--- src/lss_pkg.sv ---
// Shared types and constants for the literal string substitute block.
package lss_pkg;

  // Fixed widths of the configuration port and the length registers.
  localparam int CFG_LEN_W  = 5;
  localparam int CFG_DATA_W = 64;
  localparam int CFG_IDX_W  = 3;

  typedef logic [7:0] byte_t;

  // Register indexes on the configuration port.
  typedef enum logic [CFG_IDX_W-1:0] {
    REG_PATTERN_LENGTH = 3'd0,
    REG_PATTERN_LOW    = 3'd1,
    REG_PATTERN_HIGH   = 3'd2,
    REG_REPLACE_LENGTH = 3'd3,
    REG_REPLACE_LOW    = 3'd4,
    REG_REPLACE_HIGH   = 3'd5,
    REG_GLOBAL_MODE    = 3'd6
  } reg_idx_t;

  // Commands from the sequencer to the window cells.
  typedef struct packed {
    logic shift;
    logic load;
    logic clear;
  } win_ctrl_t;

  // Status of the window back to the sequencer.
  typedef struct packed {
    byte_t head_byte;
    logic  all_match;
  } win_stat_t;

endpackage

--- src/literal_string_substitute_core.sv ---
// Sequencing: an item is accepted in S_IDLE and then holds the sequencer while it passes
// decode, the steps it needs (flush, replacement, item byte, window check), the tail and a
// closing state; a stalled output can hold any step that emits a result.
// The last result of an item reaches the output register in the closing state.
// A new item is not taken while one is in progress; the next item is taken after the closing state.
// Reset (synchronous) empties the window, enables matching and clears all configuration to zero.
module literal_string_substitute_core
  import lss_pkg::*;
#(
  parameter int MAX_PATTERN_BYTES = 16,
  parameter int MAX_REPLACE_BYTES = 16
) (
  input  logic                  clk,
  input  logic                  rst,
  // Input requests.
  input  logic                  item_valid,
  output logic                  item_ready,
  input  logic [7:0]            in_byte,
  input  logic                  has_byte,
  input  logic                  line_end,
  // Result requests.
  output logic                  res_valid,
  input  logic                  res_ready,
  output logic [7:0]            out_byte,
  output logic                  out_valid,
  output logic                  out_line_end,
  output logic                  last_of_run,
  // Configuration writes.
  input  logic                  cfg_valid,
  output logic                  cfg_ready,
  input  logic [CFG_IDX_W-1:0]  cfg_index,
  input  logic [CFG_DATA_W-1:0] cfg_data
);

  localparam int CNT_W  = $clog2(MAX_PATTERN_BYTES + 1);
  localparam int RIDX_W = (MAX_REPLACE_BYTES > 1) ? $clog2(MAX_REPLACE_BYTES) : 1;

  typedef enum logic [2:0] {
    S_IDLE,
    S_DECIDE,
    S_FLUSH,
    S_REPL,
    S_BYTE,
    S_CHECK,
    S_TAIL,
    S_DONE
  } state_t;

  // Configuration registers.
  logic [CFG_LEN_W-1:0]  pattern_length;
  logic [CFG_DATA_W-1:0] pattern_low;
  logic [CFG_DATA_W-1:0] pattern_high;
  logic [CFG_LEN_W-1:0]  replace_length;
  logic [CFG_DATA_W-1:0] replace_low;
  logic [CFG_DATA_W-1:0] replace_high;
  logic                  global_mode;

  // Sequencer state.
  state_t               state;
  logic [CNT_W-1:0]     wc;
  logic                 matching_enabled;
  byte_t                item_byte;
  logic                 item_has;
  logic                 item_le;
  logic                 direct_repl;
  logic                 repl_to_byte;
  logic [CFG_LEN_W-1:0] ridx;

  // One pending result, held until we know whether it ends the run.
  logic  hold_full;
  byte_t hold_byte;
  logic  hold_valid;
  logic  hold_le;

  // Saturated lengths.
  logic [CFG_LEN_W-1:0] plen;
  logic [CFG_LEN_W-1:0] rlen;
  logic [CFG_LEN_W-1:0] wc_ext;

  assign plen   = (pattern_length > CFG_LEN_W'(MAX_PATTERN_BYTES)) ?
                  CFG_LEN_W'(MAX_PATTERN_BYTES) : pattern_length;
  assign rlen   = (replace_length > CFG_LEN_W'(MAX_REPLACE_BYTES)) ?
                  CFG_LEN_W'(MAX_REPLACE_BYTES) : replace_length;
  assign wc_ext = CFG_LEN_W'(wc);

  // Byte views of the pattern and replacement registers.
  byte_t pat_bytes [MAX_PATTERN_BYTES];
  byte_t rep_bytes [MAX_REPLACE_BYTES];

  for (genvar i = 0; i < MAX_PATTERN_BYTES; i++) begin : g_pat
    if (i < 8) begin : g_lo
      assign pat_bytes[i] = pattern_low[8*i +: 8];
    end else begin : g_hi
      assign pat_bytes[i] = pattern_high[8*(i-8) +: 8];
    end
  end

  for (genvar i = 0; i < MAX_REPLACE_BYTES; i++) begin : g_rep
    if (i < 8) begin : g_lo
      assign rep_bytes[i] = replace_low[8*i +: 8];
    end else begin : g_hi
      assign rep_bytes[i] = replace_high[8*(i-8) +: 8];
    end
  end

  // Window row.
  win_ctrl_t win_ctl;
  win_stat_t win_stat;

  lss_window #(
    .CELLS (MAX_PATTERN_BYTES)
  ) u_window (
    .clk       (clk),
    .rst       (rst),
    .ctl       (win_ctl),
    .load_byte (item_byte),
    .pat_bytes (pat_bytes),
    .stat      (win_stat)
  );

  // The held window is a prefix of the pattern when all cells agree and it is not too long.
  logic is_prefix;
  assign is_prefix = win_stat.all_match && (wc_ext <= plen);

  // Result emission: a new result moves the held one on to the output register.
  logic  out_free;
  logic  emit_req;
  logic  push;
  byte_t emit_byte;
  logic  emit_valid;
  logic  emit_le;
  logic  res_load;

  assign out_free = !res_valid || res_ready;

  always_comb begin
    emit_req     = 1'b0;
    emit_byte    = win_stat.head_byte;
    emit_valid   = 1'b1;
    emit_le      = 1'b0;
    win_ctl      = '0;
    case (state)
      S_DECIDE: begin
        win_ctl.load = item_has && matching_enabled && (plen != '0);
      end
      S_FLUSH: begin
        emit_req = (wc != '0);
      end
      S_REPL: begin
        emit_req  = (ridx < rlen);
        emit_byte = rep_bytes[ridx[RIDX_W-1:0]];
      end
      S_BYTE: begin
        emit_req  = 1'b1;
        emit_byte = item_byte;
      end
      S_CHECK: begin
        emit_req      = (wc != '0) && !is_prefix;
        win_ctl.clear = (wc != '0) && is_prefix && (wc_ext == plen);
      end
      S_TAIL: begin
        if (item_le) begin
          emit_req = 1'b1;
          if (wc == '0) begin
            emit_byte  = 8'h00;
            emit_valid = 1'b0;
            emit_le    = 1'b1;
          end
        end
      end
      default: begin
      end
    endcase
    push = emit_req && (!hold_full || out_free);
    // Shifting happens whenever a window byte is sent out.
    win_ctl.shift = push && (state == S_FLUSH || state == S_CHECK ||
                             (state == S_TAIL && wc != '0));
  end

  // The output register takes the held result on a new push or at the closing cycle.
  assign res_load = hold_full && (push || (state == S_DONE && out_free));

  assign item_ready = (state == S_IDLE);
  assign cfg_ready  = 1'b1;

  // Configuration registers.
  always_ff @(posedge clk) begin
    if (rst) begin
      pattern_length <= '0;
      pattern_low    <= '0;
      pattern_high   <= '0;
      replace_length <= '0;
      replace_low    <= '0;
      replace_high   <= '0;
      global_mode    <= 1'b0;
    end else if (cfg_valid) begin
      case (cfg_index)
        REG_PATTERN_LENGTH: pattern_length <= cfg_data[CFG_LEN_W-1:0];
        REG_PATTERN_LOW:    pattern_low    <= cfg_data;
        REG_PATTERN_HIGH:   pattern_high   <= cfg_data;
        REG_REPLACE_LENGTH: replace_length <= cfg_data[CFG_LEN_W-1:0];
        REG_REPLACE_LOW:    replace_low    <= cfg_data;
        REG_REPLACE_HIGH:   replace_high   <= cfg_data;
        REG_GLOBAL_MODE:    global_mode    <= cfg_data[0];
        default: begin
        end
      endcase
    end
  end

  // Sequencer, hold stage and output register.
  always_ff @(posedge clk) begin
    if (rst) begin
      state            <= S_IDLE;
      wc               <= '0;
      matching_enabled <= 1'b1;
      hold_full        <= 1'b0;
      res_valid        <= 1'b0;
    end else begin
      if (res_valid && res_ready && !res_load) begin
        res_valid <= 1'b0;
      end

      // A new result pushes the held one out as a result that is not the last.
      if (push) begin
        if (hold_full) begin
          out_byte     <= hold_byte;
          out_valid    <= hold_valid;
          out_line_end <= hold_le;
          last_of_run  <= 1'b0;
          res_valid    <= 1'b1;
        end
        hold_full  <= 1'b1;
        hold_byte  <= emit_byte;
        hold_valid <= emit_valid;
        hold_le    <= emit_le;
      end

      case (state)
        S_IDLE: begin
          if (item_valid) begin
            item_byte <= in_byte;
            item_has  <= has_byte;
            item_le   <= line_end;
            state     <= S_DECIDE;
          end
        end
        S_DECIDE: begin
          if (!item_has) begin
            state <= S_TAIL;
          end else if (!matching_enabled) begin
            direct_repl <= 1'b0;
            state       <= S_FLUSH;
          end else if (plen == '0) begin
            direct_repl      <= 1'b1;
            matching_enabled <= global_mode;
            state            <= S_FLUSH;
          end else begin
            wc    <= wc + 1'b1;
            state <= S_CHECK;
          end
        end
        S_FLUSH: begin
          if (wc != '0) begin
            if (push) begin
              wc <= wc - 1'b1;
            end
          end else if (direct_repl) begin
            ridx         <= '0;
            repl_to_byte <= 1'b1;
            state        <= S_REPL;
          end else begin
            state <= S_BYTE;
          end
        end
        S_REPL: begin
          if (ridx < rlen) begin
            if (push) begin
              ridx <= ridx + 1'b1;
            end
          end else begin
            state <= repl_to_byte ? S_BYTE : S_TAIL;
          end
        end
        S_BYTE: begin
          if (push) begin
            state <= S_TAIL;
          end
        end
        S_CHECK: begin
          if (wc == '0) begin
            state <= S_TAIL;
          end else if (is_prefix) begin
            if (wc_ext == plen) begin
              wc               <= '0;
              matching_enabled <= global_mode;
              ridx             <= '0;
              repl_to_byte     <= 1'b0;
              state            <= S_REPL;
            end else begin
              state <= S_TAIL;
            end
          end else if (push) begin
            wc <= wc - 1'b1;
          end
        end
        S_TAIL: begin
          if (!item_le) begin
            state <= S_DONE;
          end else if (wc != '0) begin
            if (push) begin
              wc <= wc - 1'b1;
            end
          end else if (push) begin
            matching_enabled <= 1'b1;
            state            <= S_DONE;
          end
        end
        S_DONE: begin
          // The held result, if any, is the last one of this item.
          if (!hold_full) begin
            state <= S_IDLE;
          end else if (out_free) begin
            out_byte     <= hold_byte;
            out_valid    <= hold_valid;
            out_line_end <= hold_le;
            last_of_run  <= 1'b1;
            res_valid    <= 1'b1;
            hold_full    <= 1'b0;
            state        <= S_IDLE;
          end
        end
        default: begin
          state <= S_IDLE;
        end
      endcase
    end
  end

endmodule

--- src/lss_cell.sv ---
// One window cell: holds a pending byte and compares it to its pattern byte.
module lss_cell
  import lss_pkg::*;
(
  input  logic      clk,
  input  logic      rst,
  input  win_ctrl_t ctl,
  input  logic      prev_valid,
  input  byte_t     next_byte,
  input  logic      next_valid,
  input  byte_t     load_byte,
  input  byte_t     pat_byte,
  output byte_t     cell_byte,
  output logic      cell_valid,
  output logic      match
);

  // A new byte lands in the first empty cell of the row.
  logic load_here;
  assign load_here = ctl.load && prev_valid && !cell_valid;

  // An empty cell never breaks the prefix.
  assign match = !cell_valid || (cell_byte == pat_byte);

  always_ff @(posedge clk) begin
    if (rst) begin
      cell_valid <= 1'b0;
    end else if (ctl.clear) begin
      cell_valid <= 1'b0;
    end else if (ctl.shift) begin
      cell_valid <= next_valid;
    end else if (load_here) begin
      cell_valid <= 1'b1;
    end
  end

  always_ff @(posedge clk) begin
    if (ctl.shift) begin
      cell_byte <= next_byte;
    end else if (load_here) begin
      cell_byte <= load_byte;
    end
  end

endmodule

--- src/lss_window.sv ---
// Row of window cells that shifts toward the head one byte per cycle while ctl.shift is set.
module lss_window
  import lss_pkg::*;
#(
  parameter int CELLS = 16
) (
  input  logic      clk,
  input  logic      rst,
  input  win_ctrl_t ctl,
  input  byte_t     load_byte,
  input  byte_t     pat_bytes [CELLS],
  output win_stat_t stat
);

  byte_t            cell_byte  [CELLS];
  logic [CELLS-1:0] cell_valid;
  logic [CELLS-1:0] match;

  for (genvar i = 0; i < CELLS; i++) begin : g_cell
    byte_t nb;
    logic  nv;
    logic  pv;

    // The tail cell takes an empty slot on a shift.
    if (i == CELLS - 1) begin : g_tail
      assign nb = 8'h00;
      assign nv = 1'b0;
    end else begin : g_mid
      assign nb = cell_byte[i+1];
      assign nv = cell_valid[i+1];
    end

    if (i == 0) begin : g_head
      assign pv = 1'b1;
    end else begin : g_body
      assign pv = cell_valid[i-1];
    end

    lss_cell u_cell (
      .clk        (clk),
      .rst        (rst),
      .ctl        (ctl),
      .prev_valid (pv),
      .next_byte  (nb),
      .next_valid (nv),
      .load_byte  (load_byte),
      .pat_byte   (pat_bytes[i]),
      .cell_byte  (cell_byte[i]),
      .cell_valid (cell_valid[i]),
      .match      (match[i])
    );
  end

  assign stat.head_byte = cell_byte[0];
  assign stat.all_match = &match;

endmodule
--- config.mk ---
export PLATFORM = sky130hd
export DESIGN_NAME = literal_string_substitute_core
export DESIGN_NICKNAME = d
export VERILOG_FILES = /design/src/lss_pkg.sv /design/src/literal_string_substitute_core.sv /design/src/lss_cell.sv /design/src/lss_window.sv
export SDC_FILE = /design/constraint.sdc
export NUM_CORES = 1
export LEC_CHECK = 0
export BUFFER_PORTS_ARGS = -buffer_cell sky130_fd_sc_hd__buf_4
export CORE_UTILIZATION = 40
export CTS_CLUSTER_SIZE = 30
export DETAILED_ROUTE_END_ITERATION = 6
export GPL_TIMING_DRIVEN = 0
export PLACE_DENSITY_LB_ADDON = 0.15
export SLEW_MARGIN = 10
export SYNTH_ARGS = -nofsm -noshare
export SYNTH_HDL_FRONTEND = slang
export SYNTH_HIERARCHICAL = 1
export SYNTH_SLANG_ARGS = --single-unit
--- constraint.sdc ---
create_clock -name clk -period 3.6 [get_ports clk]
set_input_delay 0 -clock clk [delete_from_list [all_inputs] [get_ports clk]]
set_output_delay 0 -clock clk [all_outputs]
set_load 0.05 [all_outputs]
==> impl_metrics.json <==
{
  "p_leak_nw": 8.51,
  "crit_required_ns": 3.92,
  "place_area_mm2": 0.0225,
  "fin_skew_ns": 0.0222,
  "powerDensity_mw_per_mm2": 533,
  "dp_cells": 2822,
  "seq_area_frac_synth_pct": 52.0,
  "grt.met3_usage_pct": 2.52,
  "dieArea_mm2": 0.0532,
  "layout.nets": 2395,
  "clock_sinks": 460,
  "finalCritPeriodShare_pct": 99.3,
  "rows": 83,
  "cp-start-kind": "flip-flop",
  "vias": 16300,
  "arrival_ns": 3.90,
  "wl_um": 70700,
  "fin_ws_ns": 0.0246,
  "clock_latency_ns": 0.59,
  "synth_edf_count": 166,
  "gr-total-overflow": 0,
  "finalNonFillerCells": 3023,
  "cpMaxStageDelayCell": "edfxtp_1",
  "grt_max_degree": 18,
  "synth_top_area_cell": "dfxtp_1",
  "min_period_ns": 3.58,
  "grt_pass1_vias": 15700,
  "hold_path_class": "in -> reg",
  "met2_usage_pct": 44.5,
  "drtPass1Iterations": 7,
  "cp_slowest_stage_delay_ns": 0.42,
  "r2r_cells": 14,
  "post-place-ws_ns": -0.887,
  "drc": 0,
  "fill_cells": 4775,
  "ys.flop_type": "dfxtp_1",
  "ir_drop_mv": 0.337,
  "wire_per_inst_um": 23.4,
  "maxCapViolCount": 0,
  "critPathMaxFanout": 9,
  "initial_core_util_pct": 40.6,
  "clockBufferDepth": 3,
  "cts_root_buf": "clkbuf_16",
  "drtIter0Drc": 1258,
  "routabilityCongestion": 0.918,
  "rsz0062_at_grt": "yes",
  "synth_top_area_share_pct": 28.1,
  "ys_ff_latch": 460,
  "num_io_pins": 96,
  "path_clk_slew_ns": 0.06,
  "cts_tree": "yes",
  "final_area_mm2": 0.0255,
  "synth_cell_types": 72,
  "holdPathStages": 5,
  "fp.dieW_um": 231,
  "cp_cell_sequence": "xnor2_1 -> nand4_1 -> o21ai_2 -> nand4_1 -> nor4_4 -> buf_6 -> o2111ai_4 -> o21ba_4 -> a211o_4 -> nand2_4 -> nor2_4 -> clkbuf_16 -> buf_6 -> mux2_4",
  "cts_buffers": 50,
  "die_h_um": 231,
  "syn_inst": 2040,
  "grtUsageTotal_pct": 26.1,
  "p_total_mw": 13.6,
  "critical_path_class": "reg -> reg",
  "crit_path_end_kind": "flip-flop",
  "io_buffers": 92,
  "synth_area_per_cell_um2": 10.3,
  "slew-limit-headroom_pct": 9.34,
  "outcome": "finished, final reports clean",
  "synth_area_leaders": "dfxtp_1 (28%), edfxtp_1 (24%), nand2_1 (10%)",
  "core_mm2": 0.0515,
  "async_reset_ff_share_pct": 0,
  "hold_viol": 0,
  "ys_warn_count": 6,
  "antenna_left": 0,
  "synth_area_mm2": 0.0209,
  "drv_slew": 0,
  "regToRegSetupSlack_ns": 0.02,
  "viasPerCell": 5.38,
  "layout-drive-gt1-share_pct": 19.2,
  "grt_busiest_layer": "met2",
  "dpl.hpwl_um": 50100,
  "setup_viol": 0,
  "tightestPinTransition_ns": 1.36,
  "grt_pass1_wl_um": 102000,
  "antenna_found_initial": 1,
  "area_delta_synth_final_pct": 21.8,
  "fin_setup_tns_ns": 0,
  "htreeDepth": 2,
  "grtUsageMet1_pct": 33.7,
  "timing.fmax_ghz": 0.280
}
## cell usage after synthesis (2+ instances only)
master,instances
nand2_1,557
nand4_1,37
and2_1,3
a21oi_1,271
ha_1,12
o211a_1,2
nor2_1,53
and3_1,4
buf_1,7
nand2b_1,6
mux4_2,40
mux2_2,96
or3_1,4
o311ai_0,2
xor2_1,3
a311oi_1,3
mux2i_1,14
a222oi_1,8
nor3_1,7
o21ai_2,16
nor4_1,2
mux2_1,10
dfxtp_1,294
nand3_1,13
clkbuf_1,89
o21ai_0,23
xnor2_1,129
o211ai_1,3
buf_2,2
edfxtp_1,166
o2111ai_1,3
a31oi_1,4
a21o_2,2
a211oi_1,4
inv_4,16
conb_1,3
o221a_1,16
inv_1,20
mux2_4,33
nor2b_1,8
and3b_1,3
a32o_1,2
buf_6,21
## area by class of cell
cell class,count,area [µm²],share of cell area [%]
Clock inverter,14,65.1,0.255
Timing Repair Buffer,192,1720,6.76
Inverter,36,175,0.688
Antenna cell,1,2.50,0.00982
Sequential cell,460,10900,42.7
Multi-Input combinational cell,1441,9590,37.7
Buffer,120,682,2.68
Clock buffer,79,1520,5.95
Tap cell,680,851,3.34
## routing by layer
metal  part of all wire [%]  vias to the layer above
li1                       -                     7688
met4                    4.4                        0
met2                     49                      485
met3                    5.3                      131
met5                      0                        -
met1                     42                     7966
## kinds of logic after synthesis
group	after synthesis	synth area share (%)
simple gates	708	14.0
other cells	3	0.0538
mux	193	13.0
buf+inv	156	3.77
fa+ha+maj	12	0.718
flops	460	52.0
xor+xnor	132	5.53
compound gates	376	10.9
## final timing paths
check                                                    startpoint                                           endpoint
setup / recovery  u_window/g_cell[15].u_cell/cell_byte[0]$_DFFE_PP_  u_window/g_cell[13].u_cell/cell_byte[4]$_DFFE_PP_
hold / removal                                         cfg_index[1]                           global_mode$_SDFFE_PP0P_
setup reg to reg  u_window/g_cell[15].u_cell/cell_byte[0]$_DFFE_PP_  u_window/g_cell[13].u_cell/cell_byte[4]$_DFFE_PP_
hold reg to reg                       replace_high[51]$_SDFFE_PP0P_                      replace_high[51]$_SDFFE_PP0P_
## where the power goes
group / leakage, nW / switching [mW] / internal (mW) / total (mW)
registers: 3.88 / 0.285 / 5.69 / 5.97
clock network: 0.774 / 2.13 / 2.88 / 5.01
logic: 3.85 / 1.50 / 1.10 / 2.59
total: 8.51 / 3.91 / 9.66 / 13.6
## sequential cells by signal, summed over array words and instances, names as in the netlist, 3 cells and up
register,count
hold_byte,8
item_byte,8
out_byte,8
pattern_high,64
pattern_length,5
pattern_low,64
replace_high,64
replace_length,5
replace_low,64
ridx,5
state,3
u_window/g_cell.u_cell/cell_byte,128
u_window/g_cell.u_cell/cell_valid,16
wc,5
## worst max-delay path: cells and delay by family (launching register included)
kind / cells / cell delay (ns)
muxes: 1 / 0.30
AOI/OAI and AO/OA: 4 / 0.94
DFF: 1 / 0.42
buffers and inverters: 3 / 0.52
and+or+nand+nor: 5 / 0.91
xor gates and xnor gates: 1 / 0.20
## metrics by stage
| step | util [%] | hold WS [ns] |
|---|---|---|
| 6_report | 49.5 | 0.0518 |
| 5_1_grt | 49.5 | 0.0912 |
| 4_1_cts | 48.7 | 0.0108 |
| 3_5_place_dp | 43.8 | 0.180 |
| 3_3_place_gp | 43.7 | 0.181 |
| 2_1_floorplan | - | 0.0989 |
## cells in the final DEF, fill, tap and decap left out, types with 9 or more instances in the layout
cell type,count
clkbuf_1,107
inv_1,20
mux2_1,10
nand2_1,555
o21ai_4,15
dlygate4sd3_1,79
buf_4,107
nand3_1,13
xnor2_1,127
nand4_1,37
buf_12,9
buf_6,12
o21ai_2,19
clkbuf_16,56
mux2i_1,14
mux2_4,33
mux2_2,96
mux4_2,40
inv_4,16
edfxtp_1,166
nor2_1,51
ha_1,12
conb_1,11
dfxtp_1,294
o221a_1,16
a21oi_1,271
## timing repair
| item | CTS | global route |
|---|---|---|
| pin swaps | 7 | 20 |
| hold buffers | 79 | 0 |
| setup endpoints to repair | 304 | 242 |
| setup buffers | 7 | 10 |
| gates cloned | 0 | 11 |
| gates resized for setup | 32 | 34 |
| hold endpoints to repair | 294 | 0 |
Power figures use the tool's default switching activity.
